[config.mk]
export PLATFORM = sky130hd
export DESIGN_NAME = tmp_front
export DESIGN_NICKNAME = d
export VERILOG_FILES = /design/src/rtl/trapezoid_motion_profile_macros.svh /design/src/rtl/tmp_pkg.sv /design/src/rtl/tmp_front.sv
export SDC_FILE = /design/constraint.sdc
export NUM_CORES = 1
export LEC_CHECK = 0
export BUFFER_PORTS_ARGS = -buffer_cell sky130_fd_sc_hd__buf_2
export CAP_MARGIN = 5
export CORE_AREA = 2 2 133 135
export DETAILED_ROUTE_END_ITERATION = 16
export DIE_AREA = 0 0 135 137
export PLACE_DENSITY = 0.71
export RECOVER_POWER = 50
export SLEW_MARGIN = 20
export SYNTH_ARGS = -nofsm -noshare
export SYNTH_HDL_FRONTEND = slang
export SYNTH_SLANG_ARGS = --single-unit
[constraint.sdc]
create_clock -name vclk -period 8.7
set_input_delay 0.87 -clock vclk [all_inputs]
set_output_delay 0.87 -clock vclk [all_outputs]
set_load 0.02 [all_outputs]
[src/rtl/trapezoid_motion_profile_macros.svh]
// ----------------------------------------------------------------------------
// Assertion macros for the trapezoid motion profile block
// Shared clocked assertion forms, disabled while reset is low.
// ----------------------------------------------------------------------------
`ifndef TRAPEZOID_MOTION_PROFILE_MACROS_SVH
`define TRAPEZOID_MOTION_PROFILE_MACROS_SVH

// Property that must hold at every clock edge out of reset.
`define TMP_ASSERT(lbl, clk, rstn, prop, msg) \
  lbl: assert property (@(posedge clk) disable iff (!rstn) prop) else $error(msg);

// Condition that must never be seen at a clock edge out of reset.
`define TMP_NEVER(lbl, clk, rstn, cond, msg) \
  lbl: assert property (@(posedge clk) disable iff (!rstn) !(cond)) else $error(msg);

`endif

[src/rtl/tmp_pkg.sv]
// ----------------------------------------------------------------------------
// Trapezoid motion profile package
// Types, constants and helper functions shared by the profile modules.
// ----------------------------------------------------------------------------
package tmp_pkg;

  // Register indexes on the configuration port.
  localparam logic [1:0] REG_ACCEL    = 2'd0;
  localparam logic [1:0] REG_VELOCITY = 2'd1;
  localparam logic [1:0] REG_DISTANCE = 2'd2;

  // Reset values of the limit registers (1.0 in Q16.16).
  localparam logic [30:0] ACCEL_RESET    = 31'd65536;
  localparam logic [30:0] VELOCITY_RESET = 31'd65536;

  // Queue between the classifier and the evaluator.
  localparam int unsigned Q_DEPTH = 4;
  localparam int unsigned Q_PTR_W = $clog2(Q_DEPTH);
  localparam int unsigned Q_CNT_W = $clog2(Q_DEPTH + 1);

  // Profile segments.
  typedef enum logic [1:0] {
    STG_ACCEL = 2'd0,
    STG_COAST = 2'd1,
    STG_DECEL = 2'd2,
    STG_DONE  = 2'd3
  } stage_e;

  // Operations of the iterative arithmetic unit.
  typedef enum logic [1:0] {
    OP_MUL,
    OP_DIV,
    OP_SQRT
  } arith_op_e;

  // Segment cutoffs and integration constants of the current move.
  typedef struct packed {
    logic [31:0] accel_end;
    logic [31:0] coast_end;
    logic [31:0] total_end;
    logic [47:0] coast_off;
    logic [47:0] decel_off;
    logic [46:0] v0_mag;
    logic        neg;
  } profile_t;

  // One classified time sample: multiplier operand x and span y.
  typedef struct packed {
    stage_e      stage;
    logic [31:0] x;
    logic [31:0] y;
  } item_t;

  // Clamp a 64-bit time to 32 bits.
  function automatic logic [31:0] sat_time(input logic [63:0] val);
    logic [31:0] res;
    res = (|val[63:32]) ? 32'hFFFF_FFFF : val[31:0];
    return res;
  endfunction

  // Apply the direction to a magnitude and saturate to the signed range.
  function automatic logic [31:0] sat_out(input logic [48:0] mag, input logic neg);
    logic [31:0] res;
    if (neg) begin
      res = (mag > 49'h0_8000_0000) ? 32'h8000_0000 : (32'd0 - mag[31:0]);
    end else begin
      res = (mag > 49'h0_7FFF_FFFF) ? 32'h7FFF_FFFF : mag[31:0];
    end
    return res;
  endfunction

endpackage

[src/rtl/tmp_front.sv]
// ----------------------------------------------------------------------------
// Time sample classifier
// Accepts elapsed times and sorts them into profile segments.
// ----------------------------------------------------------------------------
module tmp_front (
  input  logic              s_valid_i,
  input  logic [31:0]       s_time_i,
  output logic              s_ready_o,
  input  logic              hold_i,
  input  logic              full_i,
  input  tmp_pkg::profile_t prof_i,
  output logic              push_o,
  output tmp_pkg::item_t    item_o
);

  // Take a word whenever the queue has room and no derivation or register write is under way.
  assign s_ready_o = !hold_i && !full_i;
  assign push_o    = s_valid_i && s_ready_o;

  // Segment and the spans that the evaluator multiplies.
  always_comb begin
    item_o.stage = tmp_pkg::STG_DONE;
    item_o.x     = '0;
    item_o.y     = '0;
    if (s_time_i <= prof_i.accel_end) begin
      item_o.stage = tmp_pkg::STG_ACCEL;
      item_o.x     = s_time_i;
      item_o.y     = s_time_i;
    end else if (s_time_i <= prof_i.coast_end) begin
      item_o.stage = tmp_pkg::STG_COAST;
      item_o.x     = s_time_i - prof_i.accel_end;
    end else if (s_time_i <= prof_i.total_end) begin
      item_o.stage = tmp_pkg::STG_DECEL;
      item_o.x     = prof_i.total_end - s_time_i;
      item_o.y     = s_time_i - prof_i.coast_end;
    end
  end

endmodule

==> run_results.csv <==
group,metric,value,unit
routing,routed_wirelength,22.3,mm
synth,syn_area,5930,um^2
sta,setup_tns,0,ps
place,port_buffers,199,
routing,viasPerCell,5.59,
synth,synth_cell_types,73,
synth,netlist.area_leader.share,0.202,
setup_path,crit_slowest_cell,"nor2_1",
finish,seq_cell_count,0,
sta,rsz0062_at_grt,"no",
sta,final-setup-viol-count,0,
synth,syn_inst,903,
synth,yosys.cell_count.top_type,"inv_1",
setup_path,cp_slowest_stage_delay,1070,ps
finish,clockBufferCount,0,
routing,wl_per_cell,17.1,um
worst_hold_path,hp-class,"in -> out",
global_route,grt_pass1_wl,34.4,mm
floorplanning,die_w,135,um
worst_hold_path,holdPathEnd,"s_ready_o",
place,globalplace.congestion,0.942,
place,placed_area,7110,um^2
finish,area_growth,18.7,%
finish,stdcell_area,7040,um^2
setup_path,crit_type,"in -> out",
routing,drtPass1Iterations,6,
clock_tree,post_cts_buffers,0,
sta,fmax,140,MHz
status,failed_checks,"max-capacitance violations, max-slew violations",
setup_path,startpoint_type,"input pin",
floorplanning,die_y,137,um
setup_path,path_cells,"buf_2 -> ha_1 -> fa_1 -> nand2b_1 -> a21oi_1 -> nor3_1 -> o21ai_0 -> a41o_1 -> a21oi_2 -> nor2_1 -> nand2_2 -> o21ai_0 -> buf_2",
power,p_total,0.636,mW
finish,drive_above_1_share,0.186,
synth,ys_top_cells_by_area,"ha_1 20%, a21oi_1 7.4%, xnor2_1 7.1%",
sta,fin_crit_sh,0.820,
floorplanning,start_util,0.348,
global_route,busiest_layer,"met2",
setup_path,crit_fanout,44,
status,status,"finished with violations",
global_route,use_met3,0.0230,
routing,drc,0,
sta,finalHoldViolCount,0,
floorplanning,num_rows,48,
setup_path,cp.arrival,6260,ps
clock_tree,holdBufCountCts,0,
clock_tree,cts_resized,0,
worst_hold_path,hold_depth,3,
finish,fin_nets,1453,
floorplanning,fp.coreArea,17100,um^2
sta,post-route-min-period,7130,ps
synth,yosysSeqAreaShare,0,
finish,antennaDiodeCount,0,
global_route,grt_util_met2,0.395,
setup_path,crit_required,7830,ps
setup_path,critPathCaptureType,"primary output",
floorplanning,ioPinCount,343,
global_route,grt.total_usage,0.230,
synth,synth_top_cell_by_area,"ha_1",
global_route,antenna_found_initial,2,
sta,slew_headroom,-0.356,
finish,postLayoutCoreUtil,0.413,
finish,regArea,0,um^2
synth,synth_nets,1277,
routing,drtIter0Drc,726,
place,post-dp-hpwl,19.0,mm
finish,fill_cells,1869,
power,powerDensity,90.3,nW/um^2
power,ir_drop,0.0531,mV
routing,num_vias,7279,
global_route,grt_max_degree,49,
synth,synth_common_cells,"111 x inv_1, 96 x ha_1, 88 x a21oi_1",
sta,finalMaxSlewViolations,49,
power,p_leak,3.71,nW
job,cap_viol_max_count,1,
floorplanning,die_area,18500,um^2
synth,ys.warnings.count,0,
sta,worst_pin_slew,2030,ps
global_route,met1_usage,0.318,
global_route,overflow,0,
worst_hold_path,min_from,"hold_i",
synth,syn_avg_cell_area,6.57,um^2
routing,ant_nets,0,
global_route,grt_pass1_vias,6853,
==> power breakdown <==
| group | internal (mW) | switching (mW) | total [mW] |
|---|---|---|---|
| registers | 0 | 0 | 0 |
| clock network | 0 | 0 | 0 |
| logic | 0.240 | 0.396 | 0.636 |
==> area by class of cell <==
type / count / area (um^2) / area share
repair buffers: 201 / 980 / 0.139
inverters: 112 / 420 / 0.0597
multi-input cells: 764 / 5360 / 0.761
well taps: 225 / 282 / 0.0400
==> how the worst max path moves through the flow <==
stage | from | end | depth (start not counted)
6_report | s_time_i[0] | item_o[20] | 13
5_1_grt | s_time_i[0] | item_o[20] | 13
4_1_cts | s_time_i[0] | item_o[8] | 13
3_5_place_dp | s_time_i[0] | item_o[8] | 13
3_3_place_gp | s_time_i[0] | item_o[15] | 13
2_1_floorplan | s_time_i[0] | item_o[26] | 13
==> metal layers <==
layer / up-vias / share of wire / wire (um)
met5: - / 0.0011 / 24
met4: 4 / 0.018 / 399
met3: 37 / 0.092 / 2050
met2: 369 / 0.45 / 9960
met1: 3241 / 0.44 / 9850
li1: 3628 / - / -
==> critical path: cells and delay by family <==
kind            cells  cell delay [ps]
compound gates      5             2160
fa+ha+maj           2              600
buf+inv             2              370
simple gates        4             2240
==> kinds of logic after synthesis <==
family | count (synthesis) | share of synthesized area
AND/OR/NAND/NOR | 242 | 0.197
adder cells (fa/ha/maj) | 99 | 0.213
multiplexers | 1 | 0.00169
buffers and inverters | 139 | 0.0907
XOR/XNOR | 81 | 0.120
AO/OA/AOI/OAI | 341 | 0.378
==> layout by cell type, fill, tap and decap left out, drive strengths merged, types with 3 or more instances in the layout <==
| cell | count |
|---|---|
| a21oi | 95 |
| nor4 | 3 |
| xor2 | 33 |
| o211ai | 7 |
| a31oi | 10 |
| o221ai | 12 |
| o31ai | 9 |
| nor2b | 14 |
| inv | 112 |
| nor3 | 15 |
| nand4 | 18 |
| o22ai | 3 |
| nand2 | 86 |
| xnor2 | 48 |
| nand3 | 17 |
| a22oi | 9 |
| a32oi | 3 |
| a211oi | 8 |
| o2111ai | 3 |
| o21bai | 12 |
| clkbuf | 23 |
| and3 | 10 |
| nor2 | 47 |
| nand2b | 17 |
| o21ai | 91 |
| o21a | 7 |
| buf | 178 |
| fa | 3 |
| a221oi | 5 |
| a21o | 43 |
| ha | 96 |
| and2 | 4 |
==> metrics by stage <==
stage / cells / worst slack, ps / hold WS [ps]
2_1_floorplan: 903 / 4250 / 1820
4_1_cts: 1302 / 2620 / 1990
5_1_grt: 1302 / 1340 / 2020
3_5_place_dp: 1302 / 2620 / 1990
6_report: 1302 / 1570 / 2010
3_3_place_gp: 1302 / 2660 / 1990
Power figures use the tool's default switching activity.
