**config.mk**
```make
export PLATFORM = sky130hd
export DESIGN_NAME = tmp_queue
export DESIGN_NICKNAME = d
export VERILOG_FILES = /design/src/rtl/tmp_pkg.sv /design/src/rtl/tmp_queue.sv
export VERILOG_INCLUDE_DIRS = /design/src /design/src/rtl
export SDC_FILE = /design/constraint.sdc
export NUM_CORES = 1
export LEC_CHECK = 0
export ABC_AREA = 1
export BUFFER_PORTS_ARGS = -buffer_cell sky130_fd_sc_hd__buf_2
export CORE_ASPECT_RATIO = 0.75
export CORE_MARGIN = 2
export CORE_UTILIZATION = 55
export CTS_BUF_LIST = sky130_fd_sc_hd__clkbuf_8 sky130_fd_sc_hd__clkbuf_16
export CTS_CLUSTER_DIAMETER = 200
export DETAILED_ROUTE_END_ITERATION = 16
export PLACE_DENSITY = 0.75
export SETUP_SLACK_MARGIN = 0.15
export SLEW_MARGIN = 20
export SYNTH_ARGS = -nofsm -noshare
export SYNTH_HDL_FRONTEND = slang
export SYNTH_SLANG_ARGS = --single-unit
```
**constraint.sdc**
```tcl
create_clock -name clk_i -period 2.8 [get_ports clk_i]
set_input_delay 0 -clock clk_i [delete_from_list [all_inputs] [get_ports clk_i]]
set_output_delay 0 -clock clk_i [all_outputs]
set_load 0.03 [all_outputs]
```
**src/rtl/trapezoid_motion_profile_macros.svh**
```systemverilog
// ----------------------------------------------------------------------------
// Assertion macros for the trapezoid motion profile block
// Shared clocked assertion forms, disabled while reset is low.
// ----------------------------------------------------------------------------
`ifndef TRAPEZOID_MOTION_PROFILE_MACROS_SVH
`define TRAPEZOID_MOTION_PROFILE_MACROS_SVH

// Property that must hold at every clock edge out of reset.
`define TMP_ASSERT(lbl, clk, rstn, prop, msg) \
  lbl: assert property (@(posedge clk) disable iff (!rstn) prop) else $error(msg);

// Condition that must never be seen at a clock edge out of reset.
`define TMP_NEVER(lbl, clk, rstn, cond, msg) \
  lbl: assert property (@(posedge clk) disable iff (!rstn) !(cond)) else $error(msg);

`endif

```
**src/rtl/tmp_pkg.sv**
```systemverilog
// ----------------------------------------------------------------------------
// Trapezoid motion profile package
// Types, constants and helper functions shared by the profile modules.
// ----------------------------------------------------------------------------
package tmp_pkg;

  // Register indexes on the configuration port.
  localparam logic [1:0] REG_ACCEL    = 2'd0;
  localparam logic [1:0] REG_VELOCITY = 2'd1;
  localparam logic [1:0] REG_DISTANCE = 2'd2;

  // Reset values of the limit registers (1.0 in Q16.16).
  localparam logic [30:0] ACCEL_RESET    = 31'd65536;
  localparam logic [30:0] VELOCITY_RESET = 31'd65536;

  // Queue between the classifier and the evaluator.
  localparam int unsigned Q_DEPTH = 4;
  localparam int unsigned Q_PTR_W = $clog2(Q_DEPTH);
  localparam int unsigned Q_CNT_W = $clog2(Q_DEPTH + 1);

  // Profile segments.
  typedef enum logic [1:0] {
    STG_ACCEL = 2'd0,
    STG_COAST = 2'd1,
    STG_DECEL = 2'd2,
    STG_DONE  = 2'd3
  } stage_e;

  // Operations of the iterative arithmetic unit.
  typedef enum logic [1:0] {
    OP_MUL,
    OP_DIV,
    OP_SQRT
  } arith_op_e;

  // Segment cutoffs and integration constants of the current move.
  typedef struct packed {
    logic [31:0] accel_end;
    logic [31:0] coast_end;
    logic [31:0] total_end;
    logic [47:0] coast_off;
    logic [47:0] decel_off;
    logic [46:0] v0_mag;
    logic        neg;
  } profile_t;

  // One classified time sample: multiplier operand x and span y.
  typedef struct packed {
    stage_e      stage;
    logic [31:0] x;
    logic [31:0] y;
  } item_t;

  // Clamp a 64-bit time to 32 bits.
  function automatic logic [31:0] sat_time(input logic [63:0] val);
    logic [31:0] res;
    res = (|val[63:32]) ? 32'hFFFF_FFFF : val[31:0];
    return res;
  endfunction

  // Apply the direction to a magnitude and saturate to the signed range.
  function automatic logic [31:0] sat_out(input logic [48:0] mag, input logic neg);
    logic [31:0] res;
    if (neg) begin
      res = (mag > 49'h0_8000_0000) ? 32'h8000_0000 : (32'd0 - mag[31:0]);
    end else begin
      res = (mag > 49'h0_7FFF_FFFF) ? 32'h7FFF_FFFF : mag[31:0];
    end
    return res;
  endfunction

endpackage

```
**src/rtl/tmp_queue.sv**
```systemverilog
// ----------------------------------------------------------------------------
// Sample queue
// Short register queue between the classifier and the evaluator.
// ----------------------------------------------------------------------------
`include "trapezoid_motion_profile_macros.svh"

module tmp_queue (
  input  logic           clk_i,
  input  logic           rst_ni,
  input  logic           push_i,
  input  tmp_pkg::item_t item_i,
  input  logic           pop_i,
  output tmp_pkg::item_t item_o,
  output logic           empty_o,
  output logic           full_o
);

  tmp_pkg::item_t                 mem_q [tmp_pkg::Q_DEPTH];
  logic [tmp_pkg::Q_PTR_W-1:0]    wr_q;
  logic [tmp_pkg::Q_PTR_W-1:0]    rd_q;
  logic [tmp_pkg::Q_CNT_W-1:0]    cnt_q;

  assign empty_o = (cnt_q == '0);
  assign full_o  = (cnt_q == tmp_pkg::Q_CNT_W'(tmp_pkg::Q_DEPTH));
  assign item_o  = mem_q[rd_q];

  // Pointers and fill count.
  always_ff @(posedge clk_i or negedge rst_ni) begin
    if (!rst_ni) begin
      wr_q  <= '0;
      rd_q  <= '0;
      cnt_q <= '0;
    end else begin
      if (push_i) begin
        wr_q <= wr_q + 1'b1;
      end
      if (pop_i) begin
        rd_q <= rd_q + 1'b1;
      end
      if (push_i && !pop_i) begin
        cnt_q <= cnt_q + 1'b1;
      end else if (pop_i && !push_i) begin
        cnt_q <= cnt_q - 1'b1;
      end
    end
  end

  // Entry storage.
  always_ff @(posedge clk_i) begin
    if (push_i) begin
      mem_q[wr_q] <= item_i;
    end
  end

  `TMP_NEVER(a_no_overflow, clk_i, rst_ni, push_i && full_o && !pop_i, "queue overflow")
  `TMP_NEVER(a_no_underflow, clk_i, rst_ni, pop_i && empty_o, "queue underflow")
  `TMP_ASSERT(a_count_up, clk_i, rst_ni, (push_i && !pop_i) |=> (cnt_q == $past(cnt_q) + 1'b1), "queue count did not rise")
  `TMP_ASSERT(a_count_bound, clk_i, rst_ni, cnt_q <= tmp_pkg::Q_CNT_W'(tmp_pkg::Q_DEPTH), "queue count out of range")

endmodule

```
==> flow_metrics.env, run 1 <==
export IMPL_initial_core_util=0.555
export IMPL_max_stage_delay_ns=0.82
export IMPL_cts_clk_slew_worst_paths_ns=0.06
export IMPL_tns_ns=0
export IMPL_dieHeight_microns=127
export IMPL_post_route_cells_drive_above_1_share=0.221
export IMPL_timing_max_cap_violations=0
export IMPL_critical_path_top_delay_family="flip-flops"
export IMPL_grt_usage=0.206
export IMPL_max_freq_mhz=420
export IMPL_switching_share=0.397
export IMPL_grt_setup_unrepaired="false"
export IMPL_worst_ep_arrival_time_ns=2.38
export IMPL_clock_power_share=0.232
export IMPL_synth_yosys_seq_area_share=0.728
export IMPL_timing_critical_path_to_type="output port"
export IMPL_drt_drc_violations_left=0
export IMPL_endpoints_failing_hold=0
export IMPL_die_area_sq_mm=0.0214
export IMPL_first_iter_violations=543
export IMPL_cts_buffer_depth=3
export IMPL_grt_overflow_total=0
export IMPL_status="complete, no violations"
export IMPL_critPathKind="reg -> out"
export IMPL_synth_async_sr_flop_share=0.0258
export IMPL_yosys_register_bits=271
export IMPL_worstPathCellList="buf_4 > nand2_1 > o211ai_1 > nand2_1 > buf_2"
export IMPL_n_fill_cell=1389
export IMPL_critical_path_max_fanout=52
export IMPL_holdCritPathClass="in -> reg"
export IMPL_port_buffers=137
export IMPL_place_detailed_hpwl_microns=12500
export IMPL_design_portCount=138
export IMPL_tritoncts="yes"
export IMPL_fp_dieW_microns=168
export IMPL_finalCriticalPeriod_ns=2.38
export IMPL_maxSlewHeadroom=0.356
export IMPL_slew_violations=0
export IMPL_power_switching_uw=5940
export IMPL_internal_power_uw=9020
export IMPL_firstDrtPassIters=5
export IMPL_netlist_instances=818
export IMPL_route_antenna_remaining_nets=0
export IMPL_crit_path_top_delay_cell="dfrtp_4"
export IMPL_detailroute_via_count=6722
export IMPL_grt_first_pass_wirelength_microns=34300
export IMPL_buffers_inserted_during_post_cts_setup_optimization=0
export IMPL_vdd_ir_drop_worst_mv=0.881
export IMPL_worst_slew_pin_slew_ns=0.965
export IMPL_grt_max_degree=71
export IMPL_postRouteWirelength_microns=22000
export IMPL_cts_root_buffer_cell="clkbuf_16"
export IMPL_detail_route_vias_per_cell=5.17
export IMPL_synth_edff_count=264
export IMPL_clk_insertion_delay_late_ns=0.52
export IMPL_yosys_cell_types_count=19
export IMPL_antenna_found_initial=2
export IMPL_syn_avg_cell_area_sq_um=13.6
export IMPL_launching_element_type_of_the_critical_path="flip-flop"
export IMPL_powerDensity_mw_per_mm2=1110
export IMPL_worstPathBufferInverterCount=2
export IMPL_layout_area_overhead_vs_synth_pct=21.2
export IMPL_crit_path_frequent_cell="nand2_1"
export IMPL_synth_area_sq_mm=0.0111
export IMPL_p_comb_frac=0.390
export IMPL_placer_s_final_routability_congestion_estimate=0.784
export IMPL_cts_buffers=26
export IMPL_mostFrequentLayoutCells="edfxtp_1, nand2_1, inv_1, buf_2, o211ai_1"
export IMPL_wire_per_inst_microns=16.9
export IMPL_layout_cells_most_common="edfxtp_1"
export IMPL_cts_sinks=271
export IMPL_ys_warnings_count=0
export IMPL_total_nets_after_synthesis=894
export IMPL_synth_main_ff_cell="edfxtp_1"
export IMPL_post_route_period_util=0.851
export IMPL_number_of_global_route_vias_before_repair=6621
export IMPL_cts_htree_levels=1
export IMPL_core_area_sq_mm=0.0200
export IMPL_nNetsFinal=1098
export IMPL_final_setup_viol_count=0
export IMPL_fin_total_pwr_uw=15000
export IMPL_share_seq_of_total_power=0.378
export IMPL_placement_rows=45
export IMPL_clock_skew_final_ns=0.0117
export IMPL_static_leak_uw=0.00551
export IMPL_worstPathRequired_ns=2.80
[registers in the layout (all words and copies together), names as in the netlist]
signal,cells
wr_q,2
mem_q,264
rd_q,2
cnt_q,3
[cell families after synthesis]
group                    after synthesis  share of synthesized area
XOR/XNOR                               4                    0.00315
AND/OR/NAND/NOR                      215                     0.0730
AO/OA/AOI/OAI                        133                      0.103
adder cells (fa/ha/maj)                6                    0.00742
buffers and inverters                189                     0.0853
flip-flops                           271                      0.728
[worst register-to-register path: cells and delay by family (launching register included)]
kind | cells | cell delay (ns)
buf+inv | 3 | 0.95
flops | 1 | 0.41
fa+ha+maj | 1 | 0.20
simple gates | 1 | 0.07
[metal layers]
layer | vias to the layer above | part of all wire | global-route usage
li1 | 3252 | - | -
met1 | 3217 | 0.43 | 0.276
met2 | 212 | 0.49 | 0.355
met3 | 39 | 0.058 | 0.0356
met4 | 2 | 0.019 | 0.0522
met5 | - | 0.00032 | 0
[cells in the mapped netlist, drive strengths merged (2+ instances only)]
master	count	area (sq um)
edfxtp	264	7930
nand2	211	792
inv	144	541
o211ai	132	1150
buf	40	390
dfrtp	7	175
clkbuf	5	18.8
ha	5	62.6
xor2	3	26.3
nor3	2	10.0
[what timing repair did]
action | in CTS | in global routing
resized for setup | 0 | 0
endpoints found under the hold margin | 277 | 0
hold buffers | 70 | 0
[power groups by stage]
stage	logic (uW)	clock network, uW	registers (uW)
after floorplan	4530	0	5590
after global placement	5660	0	5690
after detailed placement	5750	0	5730
after CTS	5860	3520	5650
after global routing	6310	3690	5720
final	5830	3470	5650
[final timing paths]
kind / startpoint / to / slack, ns / cells past startpoint
worst min register to register: cnt_q[2] / cnt_q[2] / 0.50 / 2
min in group asynchronous: rst_ni / cnt_q[2] / 0.45 / 3
max in group asynchronous: rst_ni / rd_q[0] / 2.07 / 3
worst max register to register: wr_q[0] / mem_q[0][27] / 0.88 / 5
worst max-delay path: rd_q[0] / item_o[38] / 0.42 / 5
worst min-delay path: item_i[19] / mem_q[3][19] / 0.23 / 2
[cell type report]
type | count | area (sq um) | area share
multi-input combinational | 358 | 2080 | 0.154
clock inverter | 21 | 178 | 0.0132
antenna | 1 | 2.50 | 0.000185
timing repair buffer | 221 | 1580 | 0.117
inverter | 144 | 546 | 0.0404
clock buffer | 27 | 676 | 0.0501
sequential | 271 | 8110 | 0.601
tap | 258 | 323 | 0.0239
[through the flow]
| step | util | hold slack (ns) | worst slack [ns] | cell area, sq um | instances |
|---|---|---|---|---|---|
| 2_1_floorplan | - | -0.296 | 0.426 | 11100 | 818 |
| 3_3_place_gp | 0.596 | -0.156 | 0.891 | 11900 | 1182 |
| 3_5_place_dp | 0.596 | -0.155 | 0.857 | 11900 | 1182 |
| 4_1_cts | 0.673 | 0.217 | 0.418 | 13500 | 1300 |
| 5_1_grt | 0.673 | 0.233 | 0.250 | 13500 | 1301 |
| 6_report | 0.673 | 0.230 | 0.417 | 13500 | 1301 |
(Power assumes the default switching activity.)
==> run 2: changes to the inputs <==
ABC_AREA = default   (was 1)
GPL_ROUTABILITY_DRIVEN = 1   (was default)
PLACE_DENSITY = 0.76   (was 0.75)
==> run 2 against run 1 <==
Count of clock-buffer cells in the layout is 2 lower. Global-route usage is 1.5 points lower. Flip-flop and latch count stayed put. Critical endpoint is now item_o[13].
==> flow_metrics.env, run 2 <==
export IMPL_final_cell_count_without_fillers=873
export IMPL_total_nets_after_synthesis=455
export IMPL_nNetsFinal=687
export IMPL_launching_element_type_of_the_critical_path="flip-flop"
export IMPL_grt_usage=0.191
export IMPL_clock_skew_final_ns=0.00826
export IMPL_worstHoldEndpoint="mem_q[2][35]"
export IMPL_synth_area_sq_mm=0.00994
export IMPL_post_place_worst_slack_ns=0.930
export IMPL_postRouteWirelength_microns=17800
export IMPL_vdd_ir_drop_worst_mv=0.642
export IMPL_drt_drc_violations_left=0
export IMPL_maxSlewHeadroom=0.628
export IMPL_uppermost_layer_routed="met4"
export IMPL_design_portCount=138
export IMPL_cts_buffers=25
export IMPL_grt_first_pass_wirelength_microns=27900
export IMPL_final_setup_viol_count=0
export IMPL_status="complete, no violations"
export IMPL_post_route_period_util=0.812
export IMPL_post_synth_top_area_fraction=0.798
export IMPL_tritoncts="yes"
export IMPL_netlist_instances=379
export IMPL_placement_rows=42
export IMPL_layout_area_overhead_vs_synth_pct=25.0
export IMPL_initial_core_util=0.563
export IMPL_leading_registers_by_flop_count="mem_q x264, cnt_q x3"
export IMPL_slew_violations=0
export IMPL_synth_area_leader_cell="edfxtp_1"
export IMPL_synth_async_sr_flop_share=0.0258
export IMPL_p_comb_frac=0.335
export IMPL_timing_critical_path_to_type="output port"
export IMPL_setup_reg_to_reg_worst_slack_ns=0.96
export IMPL_largest_register_ff_count=264
export IMPL_endpoints_failing_hold=0
export IMPL_tns_ns=0
export IMPL_critical_path_top_delay_family="flip-flops"
export IMPL_wire_per_inst_microns=20.4
export IMPL_number_of_global_route_vias_before_repair=4884
export IMPL_switching_share=0.334
export IMPL_post_synth_xor_area_fraction=0.00529
export IMPL_max_freq_mhz=440
export IMPL_netlist_top_cells_area="edfxtp_1, mux4_2, dfrtp_1, ha_1, buf_12"
export IMPL_critPathKind="reg -> out"
export IMPL_core_area_sq_mm=0.0177
export IMPL_power_switching_uw=4440
export IMPL_critical_path_max_fanout=25
export IMPL_holdCritPathClass="in -> reg"
export IMPL_internal_power_uw=8830
export IMPL_cts_htree_levels=1
export IMPL_share_seq_of_total_power=0.427
export IMPL_timing_hold_worst_start="item_i[35]"
export IMPL_yosys_cell_types_count=20
export IMPL_cts_clk_slew_worst_paths_ns=0.06
export IMPL_grt_max_degree=43
export IMPL_fp_dieW_microns=159
export IMPL_cts_root_buffer_cell="clkbuf_16"
export IMPL_route_antenna_remaining_nets=0
export IMPL_combinational_family_with_the_most_area_after_synthesis="multiplexers"
export IMPL_crit_path_top_delay_cell="dfrtp_4"
export IMPL_worstPathCellList="buf_12 > mux4_2 > buf_2"
export IMPL_static_leak_uw=0.00435
export IMPL_first_iter_violations=294
export IMPL_grt_overflow_total=0
export IMPL_cts_sinks=271
export IMPL_syn_avg_cell_area_sq_um=26.2
export IMPL_clk_insertion_delay_late_ns=0.50
export IMPL_finalCoreUtilization=0.704
export IMPL_mostFrequentLayoutCells="edfxtp_1, buf_2, dlygate4sd3_1, mux4_2, clkbuf_16"
export IMPL_post_route_cells_drive_above_1_share=0.409
export IMPL_max_stage_delay_ns=0.69
export IMPL_die_area_sq_mm=0.0192
export IMPL_r2r_start="wr_q[0]"
export IMPL_clock_power_share=0.238
export IMPL_grt_setup_unrepaired="false"
export IMPL_synth_main_ff_cell="edfxtp_1"
export IMPL_layout_cells_most_common="edfxtp_1"
export IMPL_registers_top_by_ff_count="mem_q"
export IMPL_final_critical_path_setup_slack_ns=0.526
export IMPL_synth_top_cells_by_count="edfxtp_1, mux4_2, dfrtp_1"
export IMPL_port_buffers=137
export IMPL_buffers_inserted_during_post_cts_setup_optimization=0
export IMPL_placer_s_final_routability_congestion_estimate=0.754
export IMPL_yosys_register_bits=271
export IMPL_yosys_cell_count_top_type="edfxtp_1"
export IMPL_synth_edff_count=264
export IMPL_reg2reg_depth=4
export IMPL_worst_ep_arrival_time_ns=2.27
export IMPL_synth_mux_area_frac=0.151
export IMPL_ys_warnings_count=0
export IMPL_synth_simple_area_share=0.00491
export IMPL_routed_wl_met2_microns=8540
export IMPL_route_met3_wl_microns=1250
export IMPL_dp_cells=756
export IMPL_worstPathBufferInverterCount=2
export IMPL_antenna_found_initial=2
export IMPL_worstPathRequired_ns=2.80
export IMPL_detailroute_via_count=4754
export IMPL_place_detailed_hpwl_microns=10700
export IMPL_detail_route_vias_per_cell=5.45
export IMPL_wl_met1_microns=7760
export IMPL_n_fill_cell=1102
export IMPL_synth_yosys_seq_area_share=0.815
export IMPL_powerDensity_mw_per_mm2=1070
export IMPL_timing_max_cap_violations=0
export IMPL_firstDrtPassIters=4
export IMPL_cts_buffer_depth=3
export IMPL_dieHeight_microns=120
export IMPL_critical_path_reg2reg_endpoint="mem_q[2][50]"
export IMPL_post_synth_fa_ha_maj_area_fraction=0.00831
export IMPL_synth_compound_area_frac=0.000504
export IMPL_holdPathStages=2
export IMPL_worst_slew_pin_slew_ns=0.558
export IMPL_finalCriticalPeriod_ns=2.27
[run 2: layout make-up]
cell class                 count  area [sq um]  share of cell area
antenna                        2          5.00            0.000403
timing repair buffer         220          1530               0.123
inverter                       4          15.0             0.00121
sequential                   271          8110               0.653
multi-input combinational     89          1700               0.137
clock buffer                  25           626              0.0503
tap                          242           303              0.0244
clock inverter                20           136              0.0110
[run 2: routing by layer]
metal | GRT usage | vias to the layer above
met4 | 0.0398 | 0
met2 | 0.310 | 181
met5 | 0 | -
met1 | 0.277 | 2453
li1 | - | 2094
met3 | 0.0415 | 26
[run 2: repair_timing]
item	4_1_cts	5_1_grt
gates resized for setup	0	0
endpoints found under the hold margin	276	0
hold buffers	70	0
[run 2: per-stage QoR]
stage	power [uW]	hold WS [ns]	area, sq um
after global routing	13800	0.244	12400
after global placement	10100	-0.160	11000
after detailed placement	10200	-0.157	11000
final	13300	0.237	12400
after floorplan	8980	-0.296	9940
after CTS	13400	0.221	12400
[run 2: cell families (layout without fill, tap and decap cells)]
kind of cell	Yosys count	after routing
adders and majority gates	6	6
buffers and inverters	19	269
and+or+nand+nor	9	9
DFF	271	271
AOI/OAI and AO/OA	1	1
other	0	2
xor gates and xnor gates	6	6
muxes	67	67
[run 2: worst register-to-register path, delay by kind of cell, from the launching register on]
family,cells,cell delay [ns]
fa+ha+maj,1,0.15
buf+inv,2,0.46
flops,1,0.43
simple gates,1,0.49
[run 2: worst max-delay path by stage]
stage	to	depth (start not counted)	slack, ns	startpoint
2_1_floorplan	mem_q[2][0]	3	0.20	wr_q[0]
3_3_place_gp	item_o[20]	3	1.00	rd_q[0]
3_5_place_dp	mem_q[2][51]	4	0.93	wr_q[0]
4_1_cts	item_o[5]	3	0.47	rd_q[0]
5_1_grt	item_o[13]	3	0.42	rd_q[0]
6_report	item_o[13]	3	0.53	rd_q[0]
[run 2: power groups by stage]
| stage | sequential, uW | clock (uW) | combinational [uW] |
|---|---|---|---|
| CTS | 5690 | 3210 | 4530 |
| floorplan | 5550 | 0 | 3430 |
| finish | 5670 | 3160 | 4440 |
| detailed placement | 5770 | 0 | 4430 |
| global placement | 5720 | 0 | 4410 |
| global route | 5750 | 3370 | 4710 |
==> run 3: changes to the inputs <==
ABC_AREA = 1   (was default)
CORE_UTILIZATION = 52   (was 55)
PLACE_DENSITY = 0.75   (was 0.76)
clock period = 1.9 ns   (was 2.8 ns; I/O delays follow)
==> run 3 against run 2 <==
The run now ends with negative setup slack left. Die area rose by 18%. Register-to-register slack got worse by 0.57 ns. Critical path depth rose by 2. Flip-flop and latch count did not move. Combinational power rose to 2.6 times the previous value. Global-route usage rose by 0.77 points. Clock power rose by 55%. Utilization fell by 2.0 points.
==> flow_metrics.env, run 3 (same netlist as run 1, synthesis figures left out) <==
export IMPL_final_hold_worst_slack_ns=0.228
export IMPL_status="complete, but fails checks"
export IMPL_cts_clk_slew_worst_paths_ns=0.06
export IMPL_core_area_sq_mm=0.0211
export IMPL_internal_power_uw=15100
export IMPL_cts_buffers=27
export IMPL_mostFrequentLayoutCells="edfxtp_1, nand2_1, inv_1, o211ai_1, buf_2"
export IMPL_placement_rows=46
export IMPL_grt_max_degree=67
export IMPL_maxSlewHeadroom=0.767
export IMPL_dp_cells=1217
export IMPL_p_comb_frac=0.468
export IMPL_holdCritPathClass="in -> reg"
export IMPL_clock_skew_final_ns=0.0117
export IMPL_grt_util_met1=0.269
export IMPL_cts_root_buffer_cell="clkbuf_16"
export IMPL_critical_path_max_fanout=9
export IMPL_number_of_global_route_vias_before_repair=6656
export IMPL_die_area_sq_mm=0.0226
export IMPL_timing_critical_path_to_type="output port"
export IMPL_critPathKind="reg -> out"
export IMPL_cts_sinks=271
export IMPL_finalCriticalPeriod_ns=1.93
export IMPL_share_seq_of_total_power=0.333
export IMPL_largest_register_ff_count=264
export IMPL_fin_total_pwr_uw=24500
export IMPL_grt_use_met3=0.0385
export IMPL_grt_setup_unrepaired="true"
export IMPL_firstDrtPassIters=5
export IMPL_max_freq_mhz=519
export IMPL_first_iter_violations=605
export IMPL_worst_slew_pin_slew_ns=0.348
export IMPL_grt_usage=0.199
export IMPL_tns_ns=-0.0595
export IMPL_layout_cells_most_common="edfxtp_1"
export IMPL_vdd_ir_drop_worst_mv=1.30
export IMPL_global_route_peak_usage_layer="met2"
export IMPL_switching_share=0.386
export IMPL_port_buffers=137
export IMPL_drt_drc_violations_left=0
export IMPL_slew_violations=0
export IMPL_worstPathRequired_ns=1.90
export IMPL_final_setup_viol_count=3
export IMPL_nNetsFinal=1121
export IMPL_wire_per_inst_microns=17.8
export IMPL_detailroute_via_count=6965
export IMPL_powerDensity_mw_per_mm2=1700
export IMPL_post_route_period_util=1.01
export IMPL_initial_core_util=0.529
export IMPL_final_cell_count_without_fillers=1355
export IMPL_launching_element_type_of_the_critical_path="flip-flop"
export IMPL_cts_htree_levels=1
export IMPL_grt_overflow_total=0
export IMPL_detail_route_vias_per_cell=5.14
export IMPL_cts_buffer_depth=3
export IMPL_place_detailed_hpwl_microns=12800
export IMPL_postRouteWirelength_microns=24100
export IMPL_antenna_found_initial=1
export IMPL_violations="negative setup slack"
export IMPL_layout_area_overhead_vs_synth_pct=29.4
export IMPL_final_critical_path_setup_slack_ns=-0.0282
export IMPL_timing_max_cap_violations=0
export IMPL_endpoints_failing_hold=0
export IMPL_fp_dieW_microns=173
export IMPL_leading_registers_by_flop_count="mem_q x264, cnt_q x3"
export IMPL_grt_first_pass_wirelength_microns=35000
export IMPL_registers_top_by_ff_count="mem_q"
export IMPL_static_leak_uw=0.00583
export IMPL_tritoncts="yes"
export IMPL_worst_ep_arrival_time_ns=1.93
export IMPL_route_antenna_remaining_nets=0
export IMPL_dieHeight_microns=131
export IMPL_clock_power_share=0.199
export IMPL_power_switching_uw=9460
export IMPL_n_fill_cell=1377
export IMPL_placer_s_final_routability_congestion_estimate=0.752
export IMPL_design_portCount=138
export IMPL_finalCoreUtilization=0.684
export IMPL_post_route_cells_drive_above_1_share=0.254
export IMPL_grtUsageMet2=0.343
export IMPL_clk_insertion_delay_late_ns=0.53
==> run 3: area by class of cell <==
type                       instances  area [sq um]  area share
sequential                       271          8110       0.563
timing repair buffer             243          2410       0.167
multi-input combinational        358          2150       0.149
clock buffer                      28           689      0.0478
inverter                         144           558      0.0387
tap                              288           360      0.0250
clock inverter                    22           133     0.00920
antenna                            1          2.50    0.000174
==> run 3: repair_timing <==
action,CTS,global route
buffers inserted,1,4
hold buffers,70,0
cloned,1,11
endpoints found under the hold margin,277,0
pin swaps,4,62
gates resized for setup,66,94
endpoints found under the setup margin,66,66
==> run 3: worst max-delay path: stages (launching register included) <==
cell,delay (ns)
dfrtp_4,0.50
buf_12,0.18
buf_16,0.15
o211ai_1,0.23
nand2_1,0.16
buf_6,0.18
==> run 3: path summary, 6_finish.rpt <==
check	start	to	slack, ns	cells after the start
min in group asynchronous	rst_ni	wr_q[0]	0.43	3
max reg2reg	wr_q[1]	mem_q[1][4]	0.39	5
min	item_i[53]	mem_q[3][53]	0.23	2
max	rd_q[0]	item_o[32]	-0.03	5
min reg2reg	cnt_q[2]	cnt_q[2]	0.50	2
max in group asynchronous	rst_ni	rd_q[0]	1.18	3
==> run 3: power groups by stage <==
stage / clock network [uW] / logic [uW] / registers [uW]
finish: 4890 / 11500 / 8160
global route: 5210 / 12200 / 8250
global placement: 0 / 8720 / 8290
floorplan: 0 / 6720 / 8210
CTS: 4990 / 9840 / 8210
detailed placement: 0 / 8860 / 8340
==> run 3: through the flow <==
| stage | setup slack (ns) | area, sq um |
|---|---|---|
| CTS | -0.00584 | 13900 |
| floorplan | -0.123 | 11200 |
| global placement | 0.427 | 12100 |
| global route | -0.0891 | 14400 |
| finish | -0.0282 | 14400 |
| detailed placement | 0.390 | 12100 |
==> run 3: routing by layer <==
metal	up-vias	wire, microns
li1	3311	-
met1	3380	10500
met2	242	11700
met3	32	1570
met4	0	393
met5	-	0
